File: src/assert_macros.svh
`ifndef ASSERT_MACROS_SVH
`define ASSERT_MACROS_SVH

// Same-cycle implication, disabled while reset is asserted.
`define ASSERT_SAME(lbl, clk, rst_n, ante, cons, msg) \
    lbl: assert property (@(posedge clk) disable iff (!(rst_n)) (ante) |-> (cons)) \
        else $error(msg);

// Next-cycle implication, disabled while reset is asserted.
`define ASSERT_NEXT(lbl, clk, rst_n, ante, cons, msg) \
    lbl: assert property (@(posedge clk) disable iff (!(rst_n)) (ante) |=> (cons)) \
        else $error(msg);

`endif

File: src/ccg_pkg.sv
`default_nettype none

package ccg_pkg;

    localparam int MAX_LEN   = 4096;
    localparam int FRAC_BITS = 28;

    localparam int DATA_W    = 32;
    localparam int CFG_LEN_W = 13;
    localparam int CFG_IDX_W = 3;
    localparam int POS_W     = $clog2(MAX_LEN);
    localparam int LEN_W     = POS_W + 1;

    localparam logic signed [DATA_W-1:0] FIX_ONE = DATA_W'(1) << FRAC_BITS;
    localparam logic signed [DATA_W-1:0] SAT_MAX = {1'b0, {(DATA_W-1){1'b1}}};
    localparam logic signed [DATA_W-1:0] SAT_MIN = {1'b1, {(DATA_W-1){1'b0}}};

    typedef enum logic [CFG_IDX_W-1:0] {
        CFG_INIT_STEP_REAL = 3'd0,
        CFG_INIT_STEP_IMAG = 3'd1,
        CFG_RATIO_REAL     = 3'd2,
        CFG_RATIO_IMAG     = 3'd3,
        CFG_SEQ_LENGTH     = 3'd4
    } t_cfg_idx;

    typedef struct packed {
        logic signed [DATA_W-1:0] init_step_real;
        logic signed [DATA_W-1:0] init_step_imag;
        logic signed [DATA_W-1:0] ratio_real;
        logic signed [DATA_W-1:0] ratio_imag;
        logic [LEN_W-1:0]         seq_len;
    } t_cfg;

    typedef struct packed {
        logic signed [DATA_W-1:0] coef_real;
        logic signed [DATA_W-1:0] coef_imag;
        logic [POS_W-1:0]         coef_index;
        logic                     last;
        logic                     saturated;
    } t_result;

endpackage

`default_nettype wire

File: src/ccg_cfg.sv
`default_nettype none

module ccg_cfg (
    input  logic                            i_clk,
    input  logic                            i_rst_n,
    input  logic                            i_cfg_wr_en,
    input  logic [ccg_pkg::CFG_IDX_W-1:0]   i_cfg_index,
    input  logic [ccg_pkg::DATA_W-1:0]      i_cfg_data,
    output ccg_pkg::t_cfg                   o_cfg
);
    import ccg_pkg::*;

    t_cfg                 r_cfg;
    t_cfg                 n_cfg;
    logic [CFG_LEN_W-1:0] len_raw;
    logic [LEN_W-1:0]     len_clamped;

    assign len_raw = i_cfg_data[CFG_LEN_W-1:0];

    // A length of zero acts as one, and anything above the maximum acts as the maximum.
    always_comb begin
        if (len_raw == '0) begin
            len_clamped = LEN_W'(1);
        end else if (32'(len_raw) > 32'(MAX_LEN)) begin
            len_clamped = LEN_W'(MAX_LEN);
        end else begin
            len_clamped = LEN_W'(len_raw);
        end
    end

    always_comb begin
        n_cfg = r_cfg;
        if (i_cfg_wr_en) begin
            case (t_cfg_idx'(i_cfg_index))
                CFG_INIT_STEP_REAL: n_cfg.init_step_real = i_cfg_data;
                CFG_INIT_STEP_IMAG: n_cfg.init_step_imag = i_cfg_data;
                CFG_RATIO_REAL:     n_cfg.ratio_real     = i_cfg_data;
                CFG_RATIO_IMAG:     n_cfg.ratio_imag     = i_cfg_data;
                CFG_SEQ_LENGTH:     n_cfg.seq_len        = len_clamped;
                default:            n_cfg = r_cfg;
            endcase
        end
    end

    always_ff @(posedge i_clk) begin
        if (!i_rst_n) begin
            r_cfg.init_step_real <= FIX_ONE;
            r_cfg.init_step_imag <= '0;
            r_cfg.ratio_real     <= FIX_ONE;
            r_cfg.ratio_imag     <= '0;
            r_cfg.seq_len        <= LEN_W'(1);
        end else begin
            r_cfg <= n_cfg;
        end
    end

    assign o_cfg = r_cfg;

endmodule

`default_nettype wire

File: config.mk
export PLATFORM = sky130hd
export DESIGN_NAME = ccg_cfg
export DESIGN_NICKNAME = d
export VERILOG_FILES = /design/src/assert_macros.svh /design/src/ccg_pkg.sv /design/src/ccg_cfg.sv
export SDC_FILE = /design/constraint.sdc
export NUM_CORES = 1
export LEC_CHECK = 0
export BUFFER_PORTS_ARGS = -buffer_cell sky130_fd_sc_hd__buf_2
export CAP_MARGIN = 20
export CORE_AREA = 10 10 121 123
export DETAILED_ROUTE_END_ITERATION = 8
export DIE_AREA = 0 0 131 133
export PLACE_DENSITY = 0.71
export SYNTH_ARGS = -nofsm -noshare
export SYNTH_HDL_FRONTEND = slang
export SYNTH_SLANG_ARGS = --single-unit
File: constraint.sdc
create_clock -name i_clk -period 1.6 [get_ports i_clk]
set_clock_uncertainty 0.1 [all_clocks]
set_input_delay 0.32 -clock i_clk [delete_from_list [all_inputs] [get_ports i_clk]]
set_output_delay 0.32 -clock i_clk [all_outputs]
set_load 0.05 [all_outputs]
After elaboration in Yosys (flattened, before gate mapping)
Index checks and enable logic that the tools add are counted.
{ "word_totals": {"register_bits": 141, "inputBits": 38, "out_inout_bits": 141, "word_cells": 19} }
{ "classes": {"order_cmp": 1, "eq_ne": 4, "n_mux": 2, "reduce_logical": 7} }
{ "op_table": {"columns": ["operator", "n"], "rows": [
  ["two-way mux 13 bit", 2],
  ["greater-than comparator 13 bit (second input constant)", 1],
  ["zero test 13 bit", 1],
  ["AND reduction 2 bit", 5],
  ["== test 3 x 2 -> 1 bit (second input constant)", 2],
  ["== test 3 x 1 -> 1 bit (second input constant)", 1],
  ["== test 3 bit (second input constant)", 1],
  ["zero test 3 bit", 1]
]} }

Longest topological paths before layout
Gate-level depths: netlist of the first run.
{ "logic_depth": {"depth_word": 3, "mapped_depth": 5, "mapped_depth_nobuf": 3} }

Worst setup path before layout of the first run
Ideal clock, no wire load.
{ "synth_timing": {"path_kind": "input to register", "from": "in i_cfg_index[0] (netlist bit)", "to": "reg r_cfg, in the netlist o_cfg[137]", "setup_time_ns": 0.132, "t_arrival_ns": 1.229, "required_time_ns": 1.368, "setup_slack_ns": 0.138, "path_stages": 5, "path_buffers": 2, "path_cell_list": "or4b_1 buf_2 buf_6 nand2_1 nand3_1"} }
{ "synth_between": {"elab_chain_cells": 2} }
{ "synth_lines": {"columns": ["item", "line", "source"], "rows": [
  ["start: declaration", "ccg_cfg.sv:7", "input logic [ccg_pkg::CFG_IDX_W-1:0] i_cfg_index,"],
  ["zero test 3 bit", "ccg_cfg.sv:34", "case (t_cfg_idx'(i_cfg_index))"],
  ["AND reduction 2 bit (no source line)", null, null],
  ["end signal: assignment", "ccg_cfg.sv:53", "r_cfg <= n_cfg;"],
  ["end: declaration", "ccg_cfg.sv:13", "t_cfg r_cfg;"]
]} }
Every way passes these cells.
A chain may end at the register's enable or synchronous reset.

Final worst setup path of the first run
{ "layout_timing": {"from": "reg r_cfg, in the netlist o_cfg[72]", "to": "out o_cfg[72] (netlist bit)"} }
{ "layout_rtl": {"columns": ["item", "line", "source"], "rows": [
  ["end: declaration", "ccg_cfg.sv:9", "output ccg_pkg::t_cfg o_cfg"]
]} }
No word-level cell between the ends.

==> impl_metrics.toml, run 1 <==
[critical_path]
worstPathArrival_ns = 1.06
rrSetupSlack_ns = 0.82
slowest_stage = "dfxtp_1"
slowest_delay_ns = 0.36
crit_required_ns = 1.18
r2r-end = "o_cfg[79]$_SDFFE_PN0P_"
cp_num_buf_inv = 1
critical-path-top-delay-family = "flip-flops"
reg2reg_from = "o_cfg[79]$_SDFFE_PN0P_"
critPathKind = "reg2out"
path_max_fanout = 2
worstSetupPathDepth = 1
crit_chain = "buf_2"
critPathLaunch = "o_cfg[72]$_SDFFE_PN0P_"
startpoint_type = "flop"
crit_end = "o_cfg[72]"
endpoint_kind = "output pin"
ff2ff_path_depth = 2

[global_routing]
grt_overflow = 0
grt_usage = 0.1927
grt_pass1_vias = 4899
antenna_found_initial = 0
grt_start_max_net_pins = 64
grt_pass1_wl_um = 26410

[clock_network]
cts_root_buffer = "clkbuf_16"
post_cts_resize_count = 0
holdBufCountCts = 0
h-tree-depth = 4
postCtsSetupBuffers = 0
clock_path_buffers = 2
clkSinkCount = 141
cts_tree = "yes"
cts_made_buffers = 17
clkLatencyLatePin_ns = 0.41
cts.reportedPaths.clkPinSlew_ns = 0.06

[die]
dieArea_um2 = 17420
ioPinCount = 179
die_h_um = 133
fp.coreArea_um2 = 12360
row_count = 41
die_x_um = 131
initial_core_util = 0.4325

[final_layout]
largest_reg_flops = 141
drive_above_1_share = 0.2915
syn_to_final_growth_pct = 32.03
final_cells = 985
antenna_cells = 0
nNetsFinal = 839

[placement]
dp.cells = 954
dp_slack_ns = -0.1246
place_hpwl_um = 12350
gp_congestion = 0.8080
io_buffers = 178

[timing]
worstMarginPinSlew_ns = 0.3110
fmax_mhz = 675.4
finalCriticalPeriod_ns = 1.481
rsz0062_at_grt = "no"
fin_ws_ns = 0.1194
finalMaxSlewViolations = 0
whs_ns = 0.07121
setup_viol = 0
relSlewSlack = 0.7918
hold_viol = 0
period_share = 0.9254

[drt]
drtIter0Drc = 282
wl_per_cell_um = 17.06
antenna_left = 0
routed_wl_um = 16810
via_count = 4944
drc = 0
post_drt_via_cell_ratio = 5.019
dr.pass1.iters = 4

[synthesis]
synth_area_leader_cell = "dfxtp_1"
seq_area_frac_synth = 0.5278
ys_top_cells_by_count = "nand2_1 (270), dfxtp_1 (141), a21boi_0 (81)"
async_flop_share = 0
synth.top_cell.area_share = 0.5278
synth-seq-cells = 141
synth_area_per_cell_um2 = 8.556
synthTopCellsByArea = "dfxtp_1 (53%), nand2_1 (19%), a21boi_0 (11%), a21boi_1 (8.0%), buf_2 (2.1%)"
netlist_instances = 625
yosysMostFrequentCell = "nand2_1"
synth_edf_count = 0
synth_ff_type = "dfxtp_1"
synth_cell_types = 21
synth_nets = 663
syn-cell-area_um2 = 5348
yosysWarningCount = 0

[power]
leakagePower_nw = 3.017
ir_drop_uv = 659.2
power_mw = 8.002
powerDensity_nw_per_um2 = 1133

[status]
status = "complete, no violations"

[min_path]
worstHoldStart = "i_cfg_data[28]"
holdCritPathClass = "in2reg"

[job]
maxCapViolCount = 0
==> routing by layer <==
metal | track usage | routed length (um) | up-vias
li1 | - | - | 2391
met1 | 0.2309 | 7067 | 2371
met2 | 0.3020 | 7876 | 153
met3 | 0.07311 | 1503 | 29
met4 | 0.07787 | 359 | 0
met5 | 0 | 0 | -
==> worst register-to-register path, cell delays in order (launching register included) <==
cell and delay [ns]:
dfxtp_1 0.34, nand2_1 0.05, a21boi_0 0.20
==> how the worst min path moves through the flow <==
stage                              endpoint  slack (ns)  cells after the start
finish               o_cfg[73]$_SDFFE_PN1P_        0.07                      3
floorplan           o_cfg[137]$_SDFFE_PN1P_        0.34                      2
CTS                  o_cfg[73]$_SDFFE_PN1P_        0.06                      3
detailed placement  o_cfg[126]$_SDFFE_PN0P_        0.34                      2
global route         o_cfg[29]$_SDFFE_PN0P_        0.07                      3
global placement    o_cfg[111]$_SDFFE_PN0P_        0.34                      2
==> cell usage in the layout, fill, tap and decap left out, types with 2 or more instances in the layout <==
cell       synthesis  final
nand2_1          270    270
buf_2             22    177
dfxtp_1          141    141
a21boi_0          81     81
a21boi_1          57     57
buf_4              2     22
clkbuf_16          0     17
nand3b_1          11     11
clkinv_2           0      6
buf_12             0      6
clkbuf_1          21      4
and4bb_2           2      2
nand4bb_1          3      2
nand3_1            2      2
nor4_1             2      2
clkbuf_8           0      2
==> cell type report <==
class	instances	area, um2
multi-input cells	436	2316
fillers	1138	5303
well taps	172	215.2
clock inverters	8	67.56
repair buffers	205	1171
flip-flops and latches	141	2823
clock buffers	23	467.9
==> power breakdown <==
group	internal [mW]	total [mW]	switching, mW
sequential	3.59	3.63	0.0397
combinational	0.226	0.766	0.540
clock	2.19	3.61	1.42
==> cell families (layout without fill, tap and decap cells) <==
logic type / after synthesis / after routing / share of synthesized area
and+or+nand+nor: 296 / 296 / 0.2312
DFF: 141 / 141 / 0.5278
buffers and inverters: 48 / 236 / 0.04446
AOI/OAI and AO/OA: 140 / 140 / 0.1965
==> per-stage QoR <==
| stage | setup TNS [ns] | util | cell area, um2 |
|---|---|---|---|
| final | 0 | 0.5711 | 7061 |
| after global routing | 0 | 0.5711 | 7061 |
| after CTS | 0 | 0.5711 | 7061 |
| after detailed placement | -2.355 | 0.5278 | 6525 |
| after global placement | -1.126 | 0.5278 | 6525 |
| after floorplan | 0 | - | 5348 |
Power figures use the tool's default switching activity.
==> run 2: changes to the inputs <==
Settings changed: ABC_AREA set to 1, CORE_AREA 10 10 121 123 to 10 10 116 118, DIE_AREA 0 0 131 133 to 0 0 126 128, PLACE_DENSITY 0.71 to 0.73.
==> run 2 against run 1 <==
Compared with the run above:
- clock power increased by 14%
- total power increased by 9.8%
- critical path type unchanged
- register-to-register slack about the same
- largest cell class unchanged
- global-route usage decreased by 0.33 points
- die area decreased by 7.4%
- sequential power increased by 2%
- highest routed layer unchanged
- combinational power increased by 28%
==> impl_metrics.toml, run 2 <==
[status]
status = "complete, no violations"

[synthesis]
synth_nets = 655
async_flop_share = 0
netlist_instances = 617
ys_top_cells_by_count = "dfxtp_1 (141), nor2_1 (136), o21ai_0 (115)"
syn-cell-area_um2 = 4926
seq_area_frac_synth = 0.5730
yosysWarningCount = 0
synth_area_per_cell_um2 = 7.984
synth_edf_count = 0
synth-seq-cells = 141
synth.top_cell.area_share = 0.5730
yosysMostFrequentCell = "dfxtp_1"
synth_cell_types = 19
synthTopCellsByArea = "dfxtp_1 (57%), o21ai_0 (12%), nor2_1 (10%), a21oi_1 (7.9%), inv_1 (3.5%)"
synth_ff_type = "dfxtp_1"
synth_area_leader_cell = "dfxtp_1"

[drt]
antenna_left = 0
post_drt_via_cell_ratio = 4.952
via_count = 4699
drc = 0
routed_wl_um = 15420
wl_per_cell_um = 16.25
drtIter0Drc = 380
dr.pass1.iters = 5

[timing]
setup_viol = 0
finalMaxSlewViolations = 0
fmax_mhz = 671.6
worstMarginPinSlew_ns = 0.4191
hold_viol = 0
relSlewSlack = 0.7203
tns_ns = 0
finalCriticalPeriod_ns = 1.489
rsz0062_at_grt = "no"
period_share = 0.9307
whs_ns = 0.06257

[global_routing]
antenna_found_initial = 0
grt_usage = 0.1894
grt_pass1_wl_um = 24540
grt_overflow = 0
grt_start_max_net_pins = 51
grt_pass1_vias = 4732

[placement]
gp_congestion = 0.8336
io_buffers = 178
dp.cells = 918
place_hpwl_um = 11420

[critical_path]
worstPathArrival_ns = 1.07
critPathLaunch = "o_cfg[55]$_SDFFE_PN0P_"
path_max_fanout = 2
critical-path-top-delay-family = "flip-flops"
slowest_delay_ns = 0.37
reg2reg_from = "o_cfg[97]$_SDFFE_PN0P_"
crit_required_ns = 1.18
crit_chain = "buf_2"
startpoint_type = "flop"
cp_num_buf_inv = 1
endpoint_kind = "output pin"
critPathKind = "reg2out"
slowest_stage = "dfxtp_1"

[die]
ioPinCount = 179
dieArea_um2 = 16130
initial_core_util = 0.4389
fp.coreArea_um2 = 11220
row_count = 39
die_x_um = 126
die_h_um = 128

[clock_network]
postCtsSetupBuffers = 0
clkLatencyLatePin_ns = 0.41
clock_path_buffers = 2
cts.reportedPaths.clkPinSlew_ns = 0.06
post_cts_resize_count = 0
cts_tree = "yes"
cts_root_buffer = "clkbuf_16"
clkSinkCount = 141
holdBufCountCts = 0
h-tree-depth = 4
cts_made_buffers = 17

[job]
maxCapViolCount = 0

[min_path]
worstHoldStart = "i_cfg_data[28]"
holdCritPathClass = "in2reg"

[power]
power_mw = 8.788
ir_drop_uv = 796.8
leakagePower_nw = 3.162
powerDensity_nw_per_um2 = 1321

[final_layout]
drive_above_1_share = 0.2891
fillCellCount = 978
layout_commonest_cell = "buf_2"
nNetsFinal = 832
final_cells = 949
largest_reg_flops = 141
final_core_util = 0.5928
syn_to_final_growth_pct = 35.05
antenna_cells = 0
final_cell_mix = "buf_2 (178), dfxtp_1 (141), nor2_1 (136)"
-- run 2: changes by cell type after synthesis, sizes merged, moves of 14 or more --
cell | before | now
inv | 0 | 50
nor2 | 0 | 137
a21oi | 0 | 78
buf | 27 | 13
a21boi | 138 | 0
o21ai | 0 | 126
nand2 | 270 | 30
-- run 2: final cells by class --
cell class | instances | area (um2) | share of cell area
clock buffer | 24 | 481.7 | 0.07241
tap | 143 | 178.9 | 0.02689
sequential | 141 | 2823 | 0.4243
timing repair buffer | 199 | 1099 | 0.1651
clock inverter | 7 | 135.1 | 0.02031
multi-input combinational | 383 | 1740 | 0.2616
inverter | 52 | 195.2 | 0.02934
-- run 2: cells by family after synthesis --
logic type | Yosys count | share of synthesized area
flops | 141 | 0.5730
compound gates | 207 | 0.2116
buf+inv | 93 | 0.07468
simple gates | 176 | 0.1407
-- run 2: path summary, 6_finish.rpt --
kind / slack, ns / end / depth (start not counted)
max: 0.11 / o_cfg[55] / 1
min: 0.06 / o_cfg[137]$_SDFFE_PN1P_ / 3
max reg2reg: 0.81 / o_cfg[97]$_SDFFE_PN0P_ / 2
min reg2reg: 0.34 / o_cfg[20]$_SDFFE_PN0P_ / 2
-- run 2: through the flow --
| stage | setup WS (ns) | cell area (um2) |
|---|---|---|
| final | 0.1110 | 6653 |
| after global routing | 0.08275 | 6653 |
| after CTS | 0.09425 | 6653 |
| after detailed placement | 0.03099 | 6036 |
| after global placement | 0.06621 | 6036 |
| after floorplan | 0.3074 | 4926 |
-- run 2: where the power goes --
part | internal [mW] | total (mW) | leakage, nW | switching [mW]
Clock | 2.72 | 4.11 | 0.304 | 1.40
Sequential | 3.63 | 3.69 | 1.15 | 0.0618
Combinational | 0.234 | 0.980 | 1.71 | 0.746
Total | 6.58 | 8.79 | 3.16 | 2.21
-- run 2: routing by layer --
metal | track usage | vias to the layer above | part of all wire
li1 | - | 2365 | -
met1 | 0.2086 | 2099 | 0.39
met2 | 0.3060 | 216 | 0.46
met3 | 0.09512 | 19 | 0.12
met4 | 0.07569 | 0 | 0.021
met5 | 0 | - | 0
==> run 3: changes to the inputs <==
--- a/config.mk
+++ b/config.mk
@@ -10,4 +10,5 @@
 export CAP_MARGIN = 20
 export CORE_AREA = 10 10 116 118
+export CTS_BUF_LIST = sky130_fd_sc_hd__clkbuf_4
 export DETAILED_ROUTE_END_ITERATION = 8
 export DIE_AREA = 0 0 126 128
==> constraint.sdc (replaced) <==
create_clock -name i_clk -period 1.6 [get_ports i_clk]
set_clock_uncertainty 0.1 [all_clocks]
set_input_delay 0.08 -clock i_clk [delete_from_list [all_inputs] [get_ports i_clk]]
set_output_delay 0.08 -clock i_clk [all_outputs]
set_load 0.02 [all_outputs]
==> run 3 against run 2 <==
Compared with the run above:
- via count rose by 4.2%
- combinational power fell by 21%
- register-to-register slack got worse by 0.56 ns
- cell count rose by 3.7%
- clock-buffer cell count fell by 5
- die area did not move
- utilization rose by 0.77 points
- clock power fell by 35%
- sequential share of layout area fell by 0.54 points
- critical path type is now in2reg
- critical endpoint is now o_cfg[4]$_SDFFE_PN0P_
- largest cell class unchanged
- largest power group is now sequential cells
==> impl_metrics.toml, run 3 (synthesis gave the netlist of run 2 again) <==
[power]
sequentialPowerShare = 0.518
leakagePower_nw = 3.157
p_sw_mw = 1.797
powerDensity_nw_per_um2 = 1057
ir_drop_uv = 475.0
power_frac_comb = 0.109
switching_share = 0.2523
pwr-share-clk = 0.373
intPower_mw = 5.326

[placement]
place_hpwl_um = 11240
dp_slack_ns = 0.1983
io_buffers = 178
gp_congestion = 0.8663

[global_routing]
antenna_found_initial = 0
grt_start_max_net_pins = 60
grt_overflow = 0
grt_usage = 0.1907
grt_pass1_vias = 4830
grt_pass1_wl_um = 25200

[status]
status = "complete, no violations"

[critical_path]
critPathLaunch = "i_cfg_index[2]"
rrSetupSlack_ns = 0.25
crit_end = "o_cfg[4]$_SDFFE_PN0P_"
worstPathArrival_ns = 1.90
path_max_fanout = 6
critPathKind = "in2reg"
ff2ff_path_depth = 3
r2r-end = "o_cfg[8]$_SDFFE_PN0P_"
reg2reg_from = "o_cfg[8]$_SDFFE_PN0P_"
crit_required_ns = 1.96
startpoint_type = "primary input"
endpoint_kind = "flop"

[timing]
finalMaxSlewViolations = 0
finalCriticalPeriod_ns = 1.534
relSlewSlack = 0.7506
whs_ns = 0.04236
hold_viol = 0
fmax_mhz = 652.0
worstMarginPinSlew_ns = 0.3737
setup_viol = 0
rsz0062_at_grt = "no"
period_share = 0.9585
tns_ns = 0
fin_ws_ns = 0.06636

[drt]
dr.pass1.iters = 5
antenna_left = 0
drtIter0Drc = 410
post_drt_via_cell_ratio = 4.975
via_count = 4895
drc = 0
wl_per_cell_um = 16.08
routed_wl_um = 15820

[clock_network]
cts.reportedPaths.clkPinSlew_ns = 0.12
clock_path_buffers = 2
postCtsSetupBuffers = 0
clkSinkCount = 141
cts_made_buffers = 17
cts_tree = "yes"
clkLatencyLatePin_ns = 0.51
cts_root_buffer = "clkbuf_4"
h-tree-depth = 4

[die]
row_count = 39
dieArea_um2 = 16130
fp.coreArea_um2 = 11220
ioPinCount = 179
die_x_um = 126
initial_core_util = 0.4389
die_h_um = 128

[final_layout]
largest_reg_flops = 141
final_cell_mix = "buf_2 (178), dfxtp_1 (141), nor2_1 (135)"
nNetsFinal = 867
layout_commonest_cell = "buf_2"
final_core_util = 0.6004
antenna_cells = 0
drive_above_1_share = 0.2759
syn_to_final_growth_pct = 36.80

[job]
maxCapViolCount = 0

[min_path]
holdCritPathClass = "in2reg"
[run 3: changes by cell type in the layout (fill, tap and decap cells not counted), moves of 3 or more]
cell           before  now
dlygate4sd3_1       0   41
clkinvlp_4          0    3
clkbuf_1            4    0
clkbuf_4            0   19
buf_4              17   12
clkbuf_16          17    0
clkbuf_8            3    0
[run 3: layout make-up]
cell class	count	area, um2
tap	143	178.9
timing repair buffer	234	1451
multi-input combinational	383	1753
clock buffer	19	142.6
fill	1019	4484
sequential	141	2823
inverter	52	195.2
clock inverter	12	195.2
[run 3: how the worst min path moves through the flow]
stage | startpoint | end | cells past startpoint
floorplan | i_cfg_data[28] | o_cfg[137]$_SDFFE_PN1P_ | 2
global placement | i_cfg_data[28] | o_cfg[137]$_SDFFE_PN1P_ | 3
detailed placement | i_cfg_data[28] | o_cfg[73]$_SDFFE_PN1P_ | 3
CTS | i_cfg_index[0] | o_cfg[5]$_SDFFE_PN0P_ | 6
global route | i_cfg_index[0] | o_cfg[5]$_SDFFE_PN0P_ | 6
finish | i_cfg_index[0] | o_cfg[5]$_SDFFE_PN0P_ | 6
[run 3: power by group through the flow]
stage	clock, mW	combinational, mW	sequential [mW]
2_1_floorplan	0	0.256	3.91
3_3_place_gp	0	0.693	3.76
3_5_place_dp	0	0.705	3.76
4_1_cts	2.72	0.779	3.69
5_1_grt	2.87	0.857	3.70
6_report	2.66	0.778	3.69
[run 3: what timing repair did]
item | 4_1_cts | 5_1_grt
hold buffers | 41 | 0
hold endpoints to repair | 141 | 0
resized for setup | 0 | 3
setup endpoints to repair | 0 | 2
[run 3: metrics by stage]
step / std cells / instance area, um2 / power (mW)
floorplan: 617 / 4926 / 4.161
global placement: 912 / 5978 / 4.454
detailed placement: 912 / 5978 / 4.470
CTS: 984 / 6726 / 7.184
global route: 984 / 6739 / 7.428
finish: 984 / 6739 / 7.123
[run 3: metal layers]
layer  part of all wire  GRT usage  vias up
met5                  0          0        -
met4              0.019    0.07435        0
met3              0.091    0.07072       26
met2               0.46     0.3124      195
met1               0.43     0.2226     2246
li1                   -          -     2428
[run 3: critical path, stage by stage]
cell and delay (ns):
buf_2 0.11, dlygate4sd3_1 0.61, nand3_2 0.18, dlygate4sd3_1 0.61, nor2_1 0.11, nand2_1 0.07
a21oi_1 0.13
